==> src/hw/rtl/gbcs_pkg.sv <==
// shared types and constants of the grid-bucketed corner selector
`timescale 1ns / 1ps

package gbcs_pkg;

  localparam int COORD_W = 14;
  localparam int IN_COORD_W = 11;
  localparam int SCORE_W = 24;
  localparam int LVL_W = 2;
  localparam int CMD_W = 2;
  localparam int CFG_IDX_W = 3;
  localparam int CFG_DATA_W = 24;
  localparam int DIV_STEPS = 14;

  // command codes
  localparam logic [CMD_W-1:0] CMD_CAND = 2'd0;
  localparam logic [CMD_W-1:0] CMD_MARK = 2'd1;
  localparam logic [CMD_W-1:0] CMD_FLUSH = 2'd2;

  // register indexes
  localparam logic [CFG_IDX_W-1:0] REG_CELL_WIDTH = 3'd0;
  localparam logic [CFG_IDX_W-1:0] REG_CELL_HEIGHT = 3'd1;
  localparam logic [CFG_IDX_W-1:0] REG_CELLS_ACROSS = 3'd2;
  localparam logic [CFG_IDX_W-1:0] REG_CELLS_DOWN = 3'd3;
  localparam logic [CFG_IDX_W-1:0] REG_MIN_SCORE = 3'd4;

  typedef struct packed {
    logic [CMD_W-1:0] cmd;
    logic [IN_COORD_W-1:0] corner_x;
    logic [IN_COORD_W-1:0] corner_y;
    logic [LVL_W-1:0] level;
    logic [SCORE_W-1:0] corner_score;
  } in_item_t;

  typedef struct packed {
    logic found;
    logic [COORD_W-1:0] feature_x;
    logic [COORD_W-1:0] feature_y;
    logic [LVL_W-1:0] feature_level;
    logic [SCORE_W-1:0] feature_score;
    logic last;
  } out_item_t;

  typedef struct packed {
    logic [COORD_W-1:0] x;
    logic [COORD_W-1:0] y;
    logic [LVL_W-1:0] lvl;
    logic [SCORE_W-1:0] score;
  } entry_t;

  // classified request passed from front to back
  typedef struct packed {
    logic [CMD_W-1:0] cmd;
    entry_t ent;
  } work_t;

  typedef struct packed {
    logic [7:0] cell_width;
    logic [7:0] cell_height;
    logic [6:0] cells_across;
    logic [6:0] cells_down;
    logic [SCORE_W-1:0] min_score;
  } cfg_t;

endpackage

==> src/hw/rtl/grid_bucketed_corner_selector_top.sv <==
// top level of the grid-bucketed corner selector: config registers, front, queue, back
//
// channel   direction  handshake             payload
// in        request    in_valid / in_ready    in_item_t in_data
// out       result     out_valid / out_ready  out_item_t out_data
// cfg       write      cfg_we                 cfg_index, cfg_data
//
// a candidate or mark goes through the front in order: accept, 14 restoring
// division steps for column and row together, the cell index, then the queue push
// the back takes a mark on acceptance; a candidate and each scanned cell of a flush
// wait for the registered read of the cell table; a flush closes with the last result
// reset is synchronous, empties the queue, clears all valid and occupancy bits and
// restores the config defaults
// either side may stall; the queue lets the front keep dividing while a flush drains

`timescale 1ns / 1ps

module grid_bucketed_corner_selector_top import gbcs_pkg::*; #(
  parameter int MAX_CELLS = 64,
  parameter int MAX_LEVELS = 4,
  parameter int QUEUE_DEPTH = 4
) (
  input  logic clk,
  input  logic rst,
  input  logic in_valid,
  output logic in_ready,
  input  in_item_t in_data,
  output logic out_valid,
  input  logic out_ready,
  output out_item_t out_data,
  input  logic cfg_we,
  input  logic [CFG_IDX_W-1:0] cfg_index,
  input  logic [CFG_DATA_W-1:0] cfg_data
);

  localparam int IDX_W = (MAX_CELLS > 1) ? $clog2(MAX_CELLS) : 1;
  localparam int Q_W = $bits(work_t) + IDX_W;

  cfg_t cfg;

  logic f_valid, f_ready;
  work_t f_work;
  logic [IDX_W-1:0] f_idx;
  logic b_valid, b_ready;
  work_t b_work;
  logic [IDX_W-1:0] b_idx;
  logic [Q_W-1:0] q_in, q_out;

  always_ff @(posedge clk) begin
    if (rst) begin
      cfg.cell_width <= 8'd32;
      cfg.cell_height <= 8'd32;
      cfg.cells_across <= 7'd8;
      cfg.cells_down <= 7'd8;
      cfg.min_score <= 24'd3840;
    end else if (cfg_we) begin
      unique case (cfg_index)
        REG_CELL_WIDTH: cfg.cell_width <= cfg_data[7:0];
        REG_CELL_HEIGHT: cfg.cell_height <= cfg_data[7:0];
        REG_CELLS_ACROSS: cfg.cells_across <= cfg_data[6:0];
        REG_CELLS_DOWN: cfg.cells_down <= cfg_data[6:0];
        REG_MIN_SCORE: cfg.min_score <= cfg_data[SCORE_W-1:0];
        default: ;
      endcase
    end
  end

  gbcs_front #(
    .MAX_CELLS(MAX_CELLS),
    .MAX_LEVELS(MAX_LEVELS)
  ) u_front (
    .clk(clk),
    .rst(rst),
    .cfg(cfg),
    .in_valid(in_valid),
    .in_ready(in_ready),
    .in_data(in_data),
    .wk_valid(f_valid),
    .wk_ready(f_ready),
    .wk_data(f_work),
    .wk_idx(f_idx)
  );

  assign q_in = {f_idx, f_work};
  assign b_idx = q_out[Q_W-1 -: IDX_W];
  assign b_work = q_out[$bits(work_t)-1:0];

  gbcs_queue #(
    .DEPTH(QUEUE_DEPTH),
    .DATA_W(Q_W)
  ) u_queue (
    .clk(clk),
    .rst(rst),
    .push_valid(f_valid),
    .push_ready(f_ready),
    .push_data(q_in),
    .pop_valid(b_valid),
    .pop_ready(b_ready),
    .pop_data(q_out)
  );

  gbcs_back #(
    .MAX_CELLS(MAX_CELLS)
  ) u_back (
    .clk(clk),
    .rst(rst),
    .cfg(cfg),
    .wk_valid(b_valid),
    .wk_ready(b_ready),
    .wk_data(b_work),
    .wk_idx(b_idx),
    .out_valid(out_valid),
    .out_ready(out_ready),
    .out_data(out_data)
  );

endmodule

==> src/hw/rtl/gbcs_front.sv <==
// front end: accepts requests, scales coordinates and finds the cell by iterative division
`timescale 1ns / 1ps

module gbcs_front import gbcs_pkg::*; #(
  parameter int MAX_CELLS = 64,
  parameter int MAX_LEVELS = 4,
  localparam int IDX_W = (MAX_CELLS > 1) ? $clog2(MAX_CELLS) : 1
) (
  input  logic clk,
  input  logic rst,
  input  cfg_t cfg,
  input  logic in_valid,
  output logic in_ready,
  input  in_item_t in_data,
  output logic wk_valid,
  input  logic wk_ready,
  output work_t wk_data,
  output logic [IDX_W-1:0] wk_idx
);

  localparam logic [1:0] F_IDLE = 2'd0;
  localparam logic [1:0] F_DIV = 2'd1;
  localparam logic [1:0] F_IDX = 2'd2;
  localparam logic [1:0] F_PUSH = 2'd3;
  localparam logic [3:0] LVL_LIM = 4'(MAX_LEVELS);
  localparam logic [3:0] LAST_STEP = 4'(DIV_STEPS - 1);
  localparam logic [COORD_W-1:0] CELL_LIM = COORD_W'(MAX_CELLS);

  logic [1:0] state;
  logic [3:0] step;
  logic [COORD_W-1:0] qx, qy;
  logic [7:0] rx, ry;
  work_t wk;
  logic [IDX_W-1:0] idx;

  logic [7:0] dw, dh;
  logic [8:0] tx, ty;
  logic [7:0] rx_next, ry_next;
  logic bx, by;
  logic [COORD_W-1:0] sx, sy;
  logic [COORD_W-1:0] lin;
  logic in_grid;

  assign in_ready = (state == F_IDLE);
  assign wk_valid = (state == F_PUSH);
  assign wk_data = wk;
  assign wk_idx = idx;

  // zero cell size counts as one
  assign dw = (cfg.cell_width == 8'd0) ? 8'd1 : cfg.cell_width;
  assign dh = (cfg.cell_height == 8'd0) ? 8'd1 : cfg.cell_height;

  // one restoring division step for each axis
  always_comb begin
    tx = {rx, qx[COORD_W-1]};
    ty = {ry, qy[COORD_W-1]};
    bx = (tx >= {1'b0, dw});
    by = (ty >= {1'b0, dh});
    rx_next = bx ? 8'(tx - {1'b0, dw}) : tx[7:0];
    ry_next = by ? 8'(ty - {1'b0, dh}) : ty[7:0];
  end

  assign sx = COORD_W'({3'b000, in_data.corner_x} << in_data.level);
  assign sy = COORD_W'({3'b000, in_data.corner_y} << in_data.level);

  assign in_grid = (qx < {7'd0, cfg.cells_across}) && (qy < {7'd0, cfg.cells_down});
  assign lin = COORD_W'(COORD_W'(qy[6:0]) * COORD_W'(cfg.cells_across)) + {7'd0, qx[6:0]};

  always_ff @(posedge clk) begin
    if (rst) begin
      state <= F_IDLE;
    end else begin
      unique case (state)
        F_IDLE: begin
          if (in_valid) begin
            wk.cmd <= in_data.cmd;
            wk.ent.lvl <= in_data.level;
            wk.ent.score <= in_data.corner_score;
            wk.ent.x <= sx;
            wk.ent.y <= sy;
            rx <= 8'd0;
            ry <= 8'd0;
            step <= 4'd0;
            idx <= '0;
            priority if (in_data.cmd == CMD_FLUSH) begin
              state <= F_PUSH;
            end else if (in_data.cmd == CMD_CAND) begin
              qx <= sx;
              qy <= sy;
              if ({2'b00, in_data.level} < LVL_LIM) begin
                state <= F_DIV;
              end
            end else if (in_data.cmd == CMD_MARK) begin
              qx <= {3'b000, in_data.corner_x};
              qy <= {3'b000, in_data.corner_y};
              state <= F_DIV;
            end else begin
              state <= F_IDLE;
            end
          end
        end
        F_DIV: begin
          qx <= {qx[COORD_W-2:0], bx};
          qy <= {qy[COORD_W-2:0], by};
          rx <= rx_next;
          ry <= ry_next;
          step <= step + 4'd1;
          if (step == LAST_STEP) begin
            state <= F_IDX;
          end
        end
        F_IDX: begin
          idx <= lin[IDX_W-1:0];
          state <= (in_grid && (lin < CELL_LIM)) ? F_PUSH : F_IDLE;
        end
        F_PUSH: begin
          if (wk_ready) begin
            state <= F_IDLE;
          end
        end
        default: state <= F_IDLE;
      endcase
    end
  end

endmodule

==> src/hw/rtl/gbcs_queue.sv <==
// small first-in first-out queue between front and back
`timescale 1ns / 1ps

module gbcs_queue #(
  parameter int DEPTH = 4,
  parameter int DATA_W = 8,
  localparam int PTR_W = (DEPTH > 1) ? $clog2(DEPTH) : 1,
  localparam int CNT_W = $clog2(DEPTH + 1)
) (
  input  logic clk,
  input  logic rst,
  input  logic push_valid,
  output logic push_ready,
  input  logic [DATA_W-1:0] push_data,
  output logic pop_valid,
  input  logic pop_ready,
  output logic [DATA_W-1:0] pop_data
);

  localparam logic [PTR_W-1:0] LAST_PTR = PTR_W'(DEPTH - 1);
  localparam logic [CNT_W-1:0] FULL = CNT_W'(DEPTH);

  logic [DATA_W-1:0] slots [DEPTH];
  logic [PTR_W-1:0] wr_ptr, rd_ptr;
  logic [CNT_W-1:0] count;
  logic do_push, do_pop;

  assign push_ready = (count != FULL);
  assign pop_valid = (count != '0);
  assign pop_data = slots[rd_ptr];
  assign do_push = push_valid && push_ready;
  assign do_pop = pop_valid && pop_ready;

  always_ff @(posedge clk) begin
    if (do_push) begin
      slots[wr_ptr] <= push_data;
    end
  end

  always_ff @(posedge clk) begin
    if (rst) begin
      wr_ptr <= '0;
      rd_ptr <= '0;
      count <= '0;
    end else begin
      if (do_push) begin
        wr_ptr <= (wr_ptr == LAST_PTR) ? '0 : wr_ptr + PTR_W'(1);
      end
      if (do_pop) begin
        rd_ptr <= (rd_ptr == LAST_PTR) ? '0 : rd_ptr + PTR_W'(1);
      end
      if (do_push && !do_pop) begin
        count <= count + CNT_W'(1);
      end else if (do_pop && !do_push) begin
        count <= count - CNT_W'(1);
      end
    end
  end

endmodule

==> src/hw/rtl/gbcs_back.sv <==
// back end: cell table update, occupancy marks and flush scan with output register
`timescale 1ns / 1ps

module gbcs_back import gbcs_pkg::*; #(
  parameter int MAX_CELLS = 64,
  localparam int IDX_W = (MAX_CELLS > 1) ? $clog2(MAX_CELLS) : 1,
  localparam int CNT_W = $clog2(MAX_CELLS + 1)
) (
  input  logic clk,
  input  logic rst,
  input  cfg_t cfg,
  input  logic wk_valid,
  output logic wk_ready,
  input  work_t wk_data,
  input  logic [IDX_W-1:0] wk_idx,
  output logic out_valid,
  input  logic out_ready,
  output out_item_t out_data
);

  localparam logic [2:0] B_IDLE = 3'd0;
  localparam logic [2:0] B_CWAIT = 3'd1;
  localparam logic [2:0] B_CCMP = 3'd2;
  localparam logic [2:0] B_FWAIT = 3'd3;
  localparam logic [2:0] B_FCHK = 3'd4;
  localparam logic [2:0] B_FFIN = 3'd5;
  localparam logic [CNT_W-1:0] CELL_CNT = CNT_W'(MAX_CELLS);

  entry_t mem [MAX_CELLS];
  entry_t rd_data;

  logic [2:0] state;
  logic [CNT_W-1:0] scan_cell;
  logic [CNT_W-1:0] cell_inc;
  logic [IDX_W-1:0] addr;
  entry_t cur;
  logic [MAX_CELLS-1:0] valid;
  logic [MAX_CELLS-1:0] occupied;
  entry_t pend;
  logic pend_valid;

  logic out_free;
  logic out_load;
  logic [COORD_W-1:0] grid_cells;
  logic [SCORE_W-1:0] held;
  logic take;
  logic qual;
  logic scan_done;
  logic mem_we;

  assign wk_ready = (state == B_IDLE);
  assign out_free = !out_valid || out_ready;
  assign addr = scan_cell[IDX_W-1:0];
  assign cell_inc = scan_cell + CNT_W'(1);
  assign grid_cells = COORD_W'(cfg.cells_across) * COORD_W'(cfg.cells_down);
  assign scan_done = ({{(COORD_W - CNT_W){1'b0}}, cell_inc} >= grid_cells)
                     || (cell_inc == CELL_CNT);

  // an empty cell holds the current threshold as its score
  assign held = valid[addr] ? rd_data.score : cfg.min_score;
  assign take = !occupied[addr] && (cur.score > held);
  assign qual = valid[addr] && (rd_data.score > cfg.min_score);
  assign mem_we = (state == B_CCMP) && take;
  assign out_load = ((state == B_FCHK) && qual && pend_valid && out_free)
                    || ((state == B_FFIN) && out_free);

  always_ff @(posedge clk) begin
    if (mem_we) begin
      mem[addr] <= cur;
    end
    rd_data <= mem[addr];
  end

  always_ff @(posedge clk) begin
    if (rst) begin
      state <= B_IDLE;
      valid <= '0;
      occupied <= '0;
      pend_valid <= 1'b0;
      out_valid <= 1'b0;
      scan_cell <= '0;
    end else begin
      if (out_load) begin
        out_valid <= 1'b1;
      end else if (out_valid && out_ready) begin
        out_valid <= 1'b0;
      end
      unique case (state)
        B_IDLE: begin
          if (wk_valid) begin
            cur <= wk_data.ent;
            priority if (wk_data.cmd == CMD_CAND) begin
              scan_cell <= CNT_W'(wk_idx);
              state <= B_CWAIT;
            end else if (wk_data.cmd == CMD_MARK) begin
              occupied[wk_idx] <= 1'b1;
            end else if (wk_data.cmd == CMD_FLUSH) begin
              scan_cell <= '0;
              pend_valid <= 1'b0;
              state <= (grid_cells == '0) ? B_FFIN : B_FWAIT;
            end else begin
              state <= B_IDLE;
            end
          end
        end
        B_CWAIT: state <= B_CCMP;
        B_CCMP: begin
          if (take) begin
            valid[addr] <= 1'b1;
          end
          state <= B_IDLE;
        end
        B_FWAIT: state <= B_FCHK;
        B_FCHK: begin
          // a held result goes out only once a later one proves it is not the last
          if (!(qual && pend_valid && !out_free)) begin
            if (qual) begin
              if (pend_valid) begin
                out_data <= '{found: 1'b1, feature_x: pend.x, feature_y: pend.y,
                              feature_level: pend.lvl, feature_score: pend.score,
                              last: 1'b0};
              end
              pend <= rd_data;
              pend_valid <= 1'b1;
            end
            if (scan_done) begin
              state <= B_FFIN;
            end else begin
              scan_cell <= cell_inc;
              state <= B_FWAIT;
            end
          end
        end
        B_FFIN: begin
          if (out_free) begin
            if (pend_valid) begin
              out_data <= '{found: 1'b1, feature_x: pend.x, feature_y: pend.y,
                            feature_level: pend.lvl, feature_score: pend.score,
                            last: 1'b1};
            end else begin
              out_data <= '{found: 1'b0, feature_x: '0, feature_y: '0,
                            feature_level: '0, feature_score: '0, last: 1'b1};
            end
            valid <= '0;
            occupied <= '0;
            pend_valid <= 1'b0;
            state <= B_IDLE;
          end
        end
        default: state <= B_IDLE;
      endcase
    end
  end

endmodule

==> config.mk <==
export PLATFORM = sky130hd
export DESIGN_NAME = grid_bucketed_corner_selector_top
export DESIGN_NICKNAME = d
export VERILOG_FILES = /design/src/hw/rtl/gbcs_pkg.sv /design/src/hw/rtl/grid_bucketed_corner_selector_top.sv /design/src/hw/rtl/gbcs_front.sv /design/src/hw/rtl/gbcs_queue.sv /design/src/hw/rtl/gbcs_back.sv
export SDC_FILE = /design/constraint.sdc
export NUM_CORES = 2
export LEC_CHECK = 0
export ABC_CLOCK_PERIOD_IN_PS = 9200
export BUFFER_PORTS_ARGS = -buffer_cell sky130_fd_sc_hd__buf_4
export CORE_MARGIN = 5
export CORE_UTILIZATION = 57
export DETAILED_ROUTE_END_ITERATION = 10
export HOLD_SLACK_MARGIN = 0.03
export PLACE_DENSITY_LB_ADDON = 0.08
export SLEW_MARGIN = 20
export SYNTH_ARGS = -nofsm -noshare
export SYNTH_HDL_FRONTEND = slang
export SYNTH_SLANG_ARGS = --single-unit
==> constraint.sdc <==
create_clock -name clk -period 9.2 [get_ports clk]
set_clock_uncertainty 0.15 [all_clocks]
set_input_delay 0.46 -clock clk [delete_from_list [all_inputs] [get_ports clk]]
set_output_delay 0.46 -clock clk [all_outputs]
set_load 0.01 [all_outputs]
=== Word level (Yosys, flattened, before mapping) ===
Memories as Yosys holds them, arrays and structs flattened. A register that Yosys moved wholly into a read port is not among the register bits.
Cells that the tools add are included.

* Flip-flop bits (word level): 477
* Output and inout bits: 58
* Logic and storage cells: 259
* ROM bits: 0
* Input port bits: 82
* RAM bits: 3704
* Latch bits: 0
* Memories kept: 2

{| class="wikitable"
|+ Memories
! name !! depth !! width !! rd ports !! clocked after Yosys merged registers in !! write ports !! RTL line !! source
|-
| u_back.mem || 64 || 54 || 1 || 1 || 1 || gbcs_back.sv:29 || <nowiki>entry_t mem [MAX_CELLS];</nowiki>
|-
| u_queue.slots || 4 || 62 || 1 || 1 || 1 || gbcs_queue.sv:23 || <nowiki>logic [DATA_W-1:0] slots [DEPTH];</nowiki>
|}

* Reduce and logical (&&, ||, !) cells: 62
* Multipliers: 2
* $lt $le $gt $ge: 12
* $add $sub $neg: 9
* Divide/modulo/power cells: 0
* Shift operators: 2
* Muxes and demuxes: 87
* Bitwise logic cells: 4
* Eq/ne operators: 39

{| class="wikitable"
|+ Operators with widths
! cell !! number
|-
| $mux 64 || 5
|-
| $mux 56 || 5
|-
| $pmux 64 s2 || 2
|-
| $or 64x64->64 || 2
|-
| $mux 14 || 8
|-
| $pmux 56 s2 || 1
|-
| $pmux 14 s2 || 2
|-
| $gt 24x24->1 || 2
|-
| $mux 7 || 6
|-
| $mux 8 || 5
|-
| $pmux 8 s2 || 2
|-
| $mux 3 || 10
|-
| $lt 14x7->1 || 2
|-
| $mul 7x7->14 || 2
|-
| $shl 11x2->14 || 2
|-
| $mux 24 || 1
|-
| $mux 2 || 10
|-
| $ge 9x8->1 || 2
|-
| $logic_and 1x1->1 || 18
|-
| $mux 1 || 18
|-
| $reduce_and 3->1 || 6
|-
| $logic_not 8->1 || 2
|-
| $ne 2x1->1 const B || 8
|-
| $reduce_bool 2->1 || 8
|-
| other kinds (44) || 88
|}

=== Depth between registers and ports, before layout ===
* Depth in word-level cells: 9
* Mapped depth: 24
* Mapped depth without buffers: 19

=== Modules after synthesis ===
From an unflattened synthesis, not the netlist that was laid out.

* Cell total of the unflattened synthesis: 9070
* Area total of the unflattened synthesis: 159280.3 sq um

{| class="wikitable"
|+ Modules (own cells, without submodules)
! module !! sequential area each (sq um) !! area an instance (sq um) !! cells each !! instances
|-
| gbcs_back || 112588.0 || 139760.3 || 7747 || 1
|-
| gbcs_queue || 7627.3 || 9405.3 || 372 || 1
|-
| gbcs_front || 3343.2 || 7857.5 || 739 || 1
|-
| grid_bucketed_corner_selector_top || 1081.0 || 2257.2 || 212 || 1
|}

=== Worst setup path after synthesis ===
Ideal clock, no wire load.

* Path kind: register -> register
* Start: register u_back.scan_cell[0]
* End: memory u_back.mem[15][0] (netlist name) (enable)
* Period minus slack after synthesis: 10.123 ns
* Setup time: 0.603 ns
* Data arrival time: 9.370 ns
* Path buffers: 7
* Stages on the path, launching flop included: 22
* Slack: -0.923 ns
* Data required time: 8.447 ns
* Path through: dfxtp_1 > buf_2 > and2_4 > buf_6 > a221o_1 > a222oi_1 > o22ai_1 > or4b_1 > buf_2 > clkbuf_1 > buf_1 > nor2_1 > a21oi_1 > ha_1 > nand4_1 > or2_2 > o21ai_0 > o21ai_0 > nor4b_1 > clkbuf_1 > clkbuf_1 > nor4_1

* Word-level cells in the longest chain between the ends: 8
* Elaborated cells between the ends (all ways): 11
* Those cells by class: order compare (1); mux (7); reduce/logical (3)

{| class="wikitable"
|+ Ends and longest elaborated chain
! what !! RTL line !! source
|-
| from (decl) || gbcs_back.sv:33 || <nowiki>logic [CNT_W-1:0] scan_cell;</nowiki>
|-
| from (signal assigned) || gbcs_back.sv:93 || <nowiki>scan_cell <= CNT_W'(wk_idx);</nowiki>
|-
| from (signal assigned) || gbcs_back.sv:129 || <nowiki>scan_cell <= cell_inc;</nowiki>
|-
| $bmux 1 s6 || gbcs_back.sv:60 || <nowiki>assign held = valid[addr] ? rd_data.score : cfg.min_score;</nowiki>
|-
| $mux 1 (not written as such) || gbcs_back.sv:60 ||
|-
| $mux 24 || gbcs_back.sv:60 ||
|-
| $gt 24x24->1 || gbcs_back.sv:61 || <nowiki>assign take = !occupied[addr] && (cur.score > held);</nowiki>
|-
| $logic_and 1x1->1 || gbcs_back.sv:61 ||
|-
| $logic_and 1x1->1 || gbcs_back.sv:63 || <nowiki>assign mem_we = (state == B_CCMP) && take;</nowiki>
|-
| $mux 1 || gbcs_back.sv:68 || <nowiki>if (mem_we) begin</nowiki>
|-
| $mux 1 (not written as such) || gbcs_back.sv:69 || <nowiki>mem[addr] <= cur;</nowiki>
|-
| to (decl) || gbcs_back.sv:29 ||
|}

Several ways; a longest one is shown, not always the timed one. The select of a mux whose other input is x is not followed.

=== Worst setup path after layout ===
* Start: register u_back.scan_cell[2]
* End: memory u_back.mem[3][34] (netlist name) (enable)

Same word-level chain as after synthesis.

==> impl_metrics.xml <==
<?xml version="1.0" encoding="UTF-8"?>
<metrics>
  <group name="status">
    <metric name="status" unit="">finished, final reports clean</metric>
  </group>
  <group name="detailed_routing">
    <metric name="number_of_drc_violations_after_detailed_routing_iteration_0" unit="">15256</metric>
    <metric name="wl" unit="mm">501</metric>
    <metric name="routed_wire_length_per_instance" unit="µm">37.0</metric>
    <metric name="dr.pass1.iters" unit="">8</metric>
    <metric name="dr_total_vias" unit="">93845</metric>
    <metric name="viasPerCell" unit="">6.93</metric>
    <metric name="drt.antenna.violating_nets" unit="">0</metric>
    <metric name="drc" unit="">0</metric>
  </group>
  <group name="power">
    <metric name="p_leak" unit="nW">57.1</metric>
    <metric name="design_power_total" unit="mW">54.5</metric>
    <metric name="power_density" unit="nW/µm²">303</metric>
    <metric name="ir_worst_vdd" unit="mV">0.338</metric>
  </group>
  <group name="sta">
    <metric name="setup_repair_after_global_routing_missed_its_margin" unit="">false</metric>
    <metric name="final-max-slew-violation-count" unit="">0</metric>
    <metric name="worst-slew-pin-transition" unit="ns">1.28</metric>
    <metric name="max_slew_margin" unit="%">14.2</metric>
    <metric name="hold_violations" unit="">0</metric>
    <metric name="clock.fmax" unit="GHz">0.126</metric>
    <metric name="final_setup_violation_count" unit="">0</metric>
    <metric name="setup-tns-final" unit="ns">0</metric>
    <metric name="finalCritPeriodShare" unit="%">86.2</metric>
    <metric name="period_minus_slack" unit="ns">7.93</metric>
    <metric name="worst_slack" unit="ns">1.27</metric>
  </group>
  <group name="cells_and_area">
    <metric name="syn_to_final_growth" unit="%">13.6</metric>
    <metric name="area_of_the_multi_input_gates" unit="µm²">31400</metric>
    <metric name="register_area" unit="µm²">125000</metric>
    <metric name="design_area" unit="µm²">180000</metric>
    <metric name="layout_nets" unit="">9726</metric>
    <metric name="postLayoutCoreUtil" unit="%">65.0</metric>
    <metric name="fill_cells" unit="">19053</metric>
    <metric name="post_route_cells_drive_above_1_share" unit="%">13.1</metric>
    <metric name="layout_common_cells" unit="">sky130_fd_sc_hd__edfxtp_1, sky130_fd_sc_hd__a22oi_1, sky130_fd_sc_hd__buf_4, sky130_fd_sc_hd__clkbuf_16, sky130_fd_sc_hd__a221oi_1</metric>
    <metric name="mostFrequentLayoutCell" unit="">sky130_fd_sc_hd__edfxtp_1</metric>
  </group>
  <group name="synth">
    <metric name="postSynthCellCount" unit="">9022</metric>
    <metric name="synthDistinctLibCells" unit="">76</metric>
    <metric name="netlist.top_cell.by_area" unit="">sky130_fd_sc_hd__edfxtp_1</metric>
    <metric name="ys_seq_elements" unit="">4237</metric>
    <metric name="synth.yosys.warnings" unit="">0</metric>
    <metric name="post_synth_edffs" unit="">3978</metric>
    <metric name="async_reset_ff_share" unit="%">0</metric>
    <metric name="synth.net_count" unit="">9320</metric>
    <metric name="synth_top_cell_area_share" unit="%">75.5</metric>
    <metric name="syn_avg_cell_area" unit="µm²">17.5</metric>
    <metric name="synth.area.top_cells" unit="">sky130_fd_sc_hd__edfxtp_1, sky130_fd_sc_hd__a22oi_1, sky130_fd_sc_hd__dfxtp_1, sky130_fd_sc_hd__a221oi_1, sky130_fd_sc_hd__a22o_1</metric>
    <metric name="synth-main-ff-cell" unit="">sky130_fd_sc_hd__edfxtp_1</metric>
    <metric name="yosysSeqAreaShare" unit="%">78.8</metric>
    <metric name="combined_area_of_all_synthesized_cells" unit="µm²">158000</metric>
  </group>
  <group name="setup_path">
    <metric name="required" unit="ns">9.59</metric>
    <metric name="worstReg2RegStart" unit="">u_back.scan_cell[2]</metric>
    <metric name="critPathArrivalTime" unit="ns">8.33</metric>
    <metric name="timing.critical_path.to_type" unit="">flip-flop</metric>
    <metric name="path_max_fanout" unit="">52</metric>
    <metric name="setup.worst_path.start" unit="">u_back.scan_cell[2]</metric>
    <metric name="crit_type" unit="">flip-flop to flip-flop</metric>
    <metric name="worstSetupStartpointType" unit="">flip-flop</metric>
  </group>
  <group name="clocking">
    <metric name="cts.sink_count" unit="">4237</metric>
    <metric name="cts-buffers-inserted" unit="">413</metric>
    <metric name="tritoncts" unit="">built</metric>
    <metric name="worst_setup_hold_path_clk_slew" unit="ns">0.07</metric>
    <metric name="clk_latency" unit="ns">0.99</metric>
    <metric name="clock_tree.htree_level_count" unit="">5</metric>
    <metric name="clk_root_buf" unit="">sky130_fd_sc_hd__clkbuf_16</metric>
    <metric name="max_buffers_root_to_sink" unit="">4</metric>
    <metric name="post-cts-setup-buffer-count" unit="">0</metric>
  </group>
  <group name="min_path">
    <metric name="min-delay-path-class" unit="">input pin to flip-flop</metric>
    <metric name="min-delay-start" unit="">in_data[15]</metric>
  </group>
  <group name="global_routing">
    <metric name="number_of_global_route_vias_before_repair" unit="">88488</metric>
    <metric name="grt_first_pass_wirelength" unit="mm">696</metric>
    <metric name="initial_antenna_violation_count" unit="">58</metric>
    <metric name="grt.overflow.total" unit="">0</metric>
    <metric name="gr-usage-all-layers" unit="%">34.3</metric>
    <metric name="grt_max_degree" unit="">119</metric>
  </group>
  <group name="placement">
    <metric name="gpl.final_weighted_congestion" unit="">0.942</metric>
    <metric name="placement.io_buffers" unit="">139</metric>
    <metric name="post_dp_cell_area" unit="µm²">165000</metric>
    <metric name="post-dp-hpwl" unit="mm">295</metric>
    <metric name="dp_worst_setup_slack" unit="ns">1.52</metric>
  </group>
  <group name="floorplan">
    <metric name="core.rowCount" unit="">193</metric>
    <metric name="initial_utilization" unit="%">57.2</metric>
    <metric name="fp.dieArea" unit="µm²">288000</metric>
    <metric name="io-pin-count" unit="">140</metric>
    <metric name="fp.coreArea" unit="µm²">276000</metric>
    <metric name="die_height" unit="µm">537</metric>
    <metric name="die-width" unit="µm">537</metric>
  </group>
  <group name="job">
    <metric name="maxCapViolations" unit="">0</metric>
  </group>
</metrics>
[state kept, by name, summed over array words and instances (netlist names), 4 cells and up, named ones only]
register          cells
u_back.mem         3456
u_queue.slots       248
u_back.occupied      64
u_back.valid         64
u_back.out_data      56
u_front.wk_data      56
cfg                  54
u_back.cur           54
u_back.pend          54
u_back.rd_data       54
u_front.qx           14
u_front.qy           14
u_front.rx            8
u_front.ry            8
u_back.scan_cell      7
u_front.wk_idx        6
u_front.step          4
[worst max-delay path, stage by stage, from the launching register on]
cell and delay, ns:
sky130_fd_sc_hd__dfxtp_2 0.83, sky130_fd_sc_hd__nor2_1 0.32, sky130_fd_sc_hd__a221o_1 0.36, sky130_fd_sc_hd__a222oi_1 0.67, sky130_fd_sc_hd__o22ai_1 0.14, sky130_fd_sc_hd__or4b_2 1.11, sky130_fd_sc_hd__buf_4 0.37, sky130_fd_sc_hd__nor2_1 0.10
sky130_fd_sc_hd__a21oi_1 0.05, sky130_fd_sc_hd__ha_1 0.33, sky130_fd_sc_hd__nand4_1 0.12, sky130_fd_sc_hd__nor2_1 0.24, sky130_fd_sc_hd__nand4_1 0.15, sky130_fd_sc_hd__a211oi_1 0.32, sky130_fd_sc_hd__nor4b_2 0.11, sky130_fd_sc_hd__buf_12 0.19
sky130_fd_sc_hd__buf_4 0.34, sky130_fd_sc_hd__nor4_2 0.50, sky130_fd_sc_hd__buf_4 0.85
[metal layers]
| metal | vias up | GRT usage [%] | routed length, µm |
|---|---|---|---|
| met5 | - | 0 | 116 |
| li1 | 38229 | - | - |
| met2 | 6632 | 50.4 | 224000 |
| met4 | 16 | 15.4 | 25700 |
| met3 | 939 | 9.28 | 64800 |
| met1 | 48029 | 48.7 | 187000 |
[cell usage after synthesis, drive strengths merged (12+ instances only)]
library cell  instances
nor3                 32
a211oi               21
ha                  158
nand4               119
a221oi              364
and2                 54
nand2               201
clkbuf              407
o21a                 71
a21oi               278
edfxtp             3978
fa                   58
o21ai                92
nor2                214
xnor2                13
dfxtp               259
nor2b                89
a22oi              1049
or3                  12
and3                 14
o211ai               31
a31oi               305
nor4                118
mux2                 24
nand2b               25
mux2i                60
inv                 150
mux4                 73
buf                 162
nand3                94
a22o                353
a21o                 19
[path summary, 6_finish.rpt]
kind	end	slack (ns)	depth (start not counted)
worst max-delay path	u_back.mem[3][34]	1.27	18
worst min register to register	u_back.pend[34]	0.25	0
worst max register to register	u_back.mem[3][34]	1.27	18
worst min-delay path	u_front.wk_data[15]	0.08	2
[kinds of logic (layout without fill, tap and decap cells)]
| group | after synthesis | count (layout) | share of synthesized area (%) |
|---|---|---|---|
| adders and majority gates | 216 | 216 | 1.98 |
| DFF | 4237 | 4237 | 78.8 |
| buffers and inverters | 720 | 1481 | 1.77 |
| AOI/OAI and AO/OA | 2659 | 2659 | 12.4 |
| muxes | 157 | 157 | 1.59 |
| xor gates and xnor gates | 23 | 23 | 0.127 |
| and+or+nand+nor | 1010 | 1010 | 3.28 |
| other | 0 | 58 | 0 |
[per-stage QoR]
step,instances,hold slack (ns)
4_1_cts,13485,0.0322
3_3_place_gp,12616,0.240
2_1_floorplan,9022,0.236
5_1_grt,13534,0.0472
6_report,13546,0.0829
3_5_place_dp,12616,0.239
[cell type report]
class / count / share of cell area [%]
flip-flops and latches: 4237 / 69.4
multi-input cells: 4065 / 17.5
clock buffers: 548 / 6.23
repair buffers: 560 / 2.64
well taps: 3705 / 2.58
clock inverters: 222 / 1.25
inverters: 151 / 0.316
diodes: 58 / 0.0808
[timing repair]
item,4_1_cts,5_1_grt
setup endpoints to repair,0,0
gates resized for setup,0,0
hold buffers,99,0
endpoints found under the hold margin,182,0
[where the power goes]
| part | total, mW | switching, mW | internal (mW) | leakage [nW] |
|---|---|---|---|---|
| registers | 23.6 | 0.645 | 22.9 | 37.9 |
| logic | 14.1 | 10.6 | 3.43 | 12.6 |
| clock network | 16.8 | 7.27 | 9.58 | 6.55 |
| total | 54.5 | 18.5 | 35.9 | 57.1 |
No activity file was read; power rests on OpenSTA's default activity.
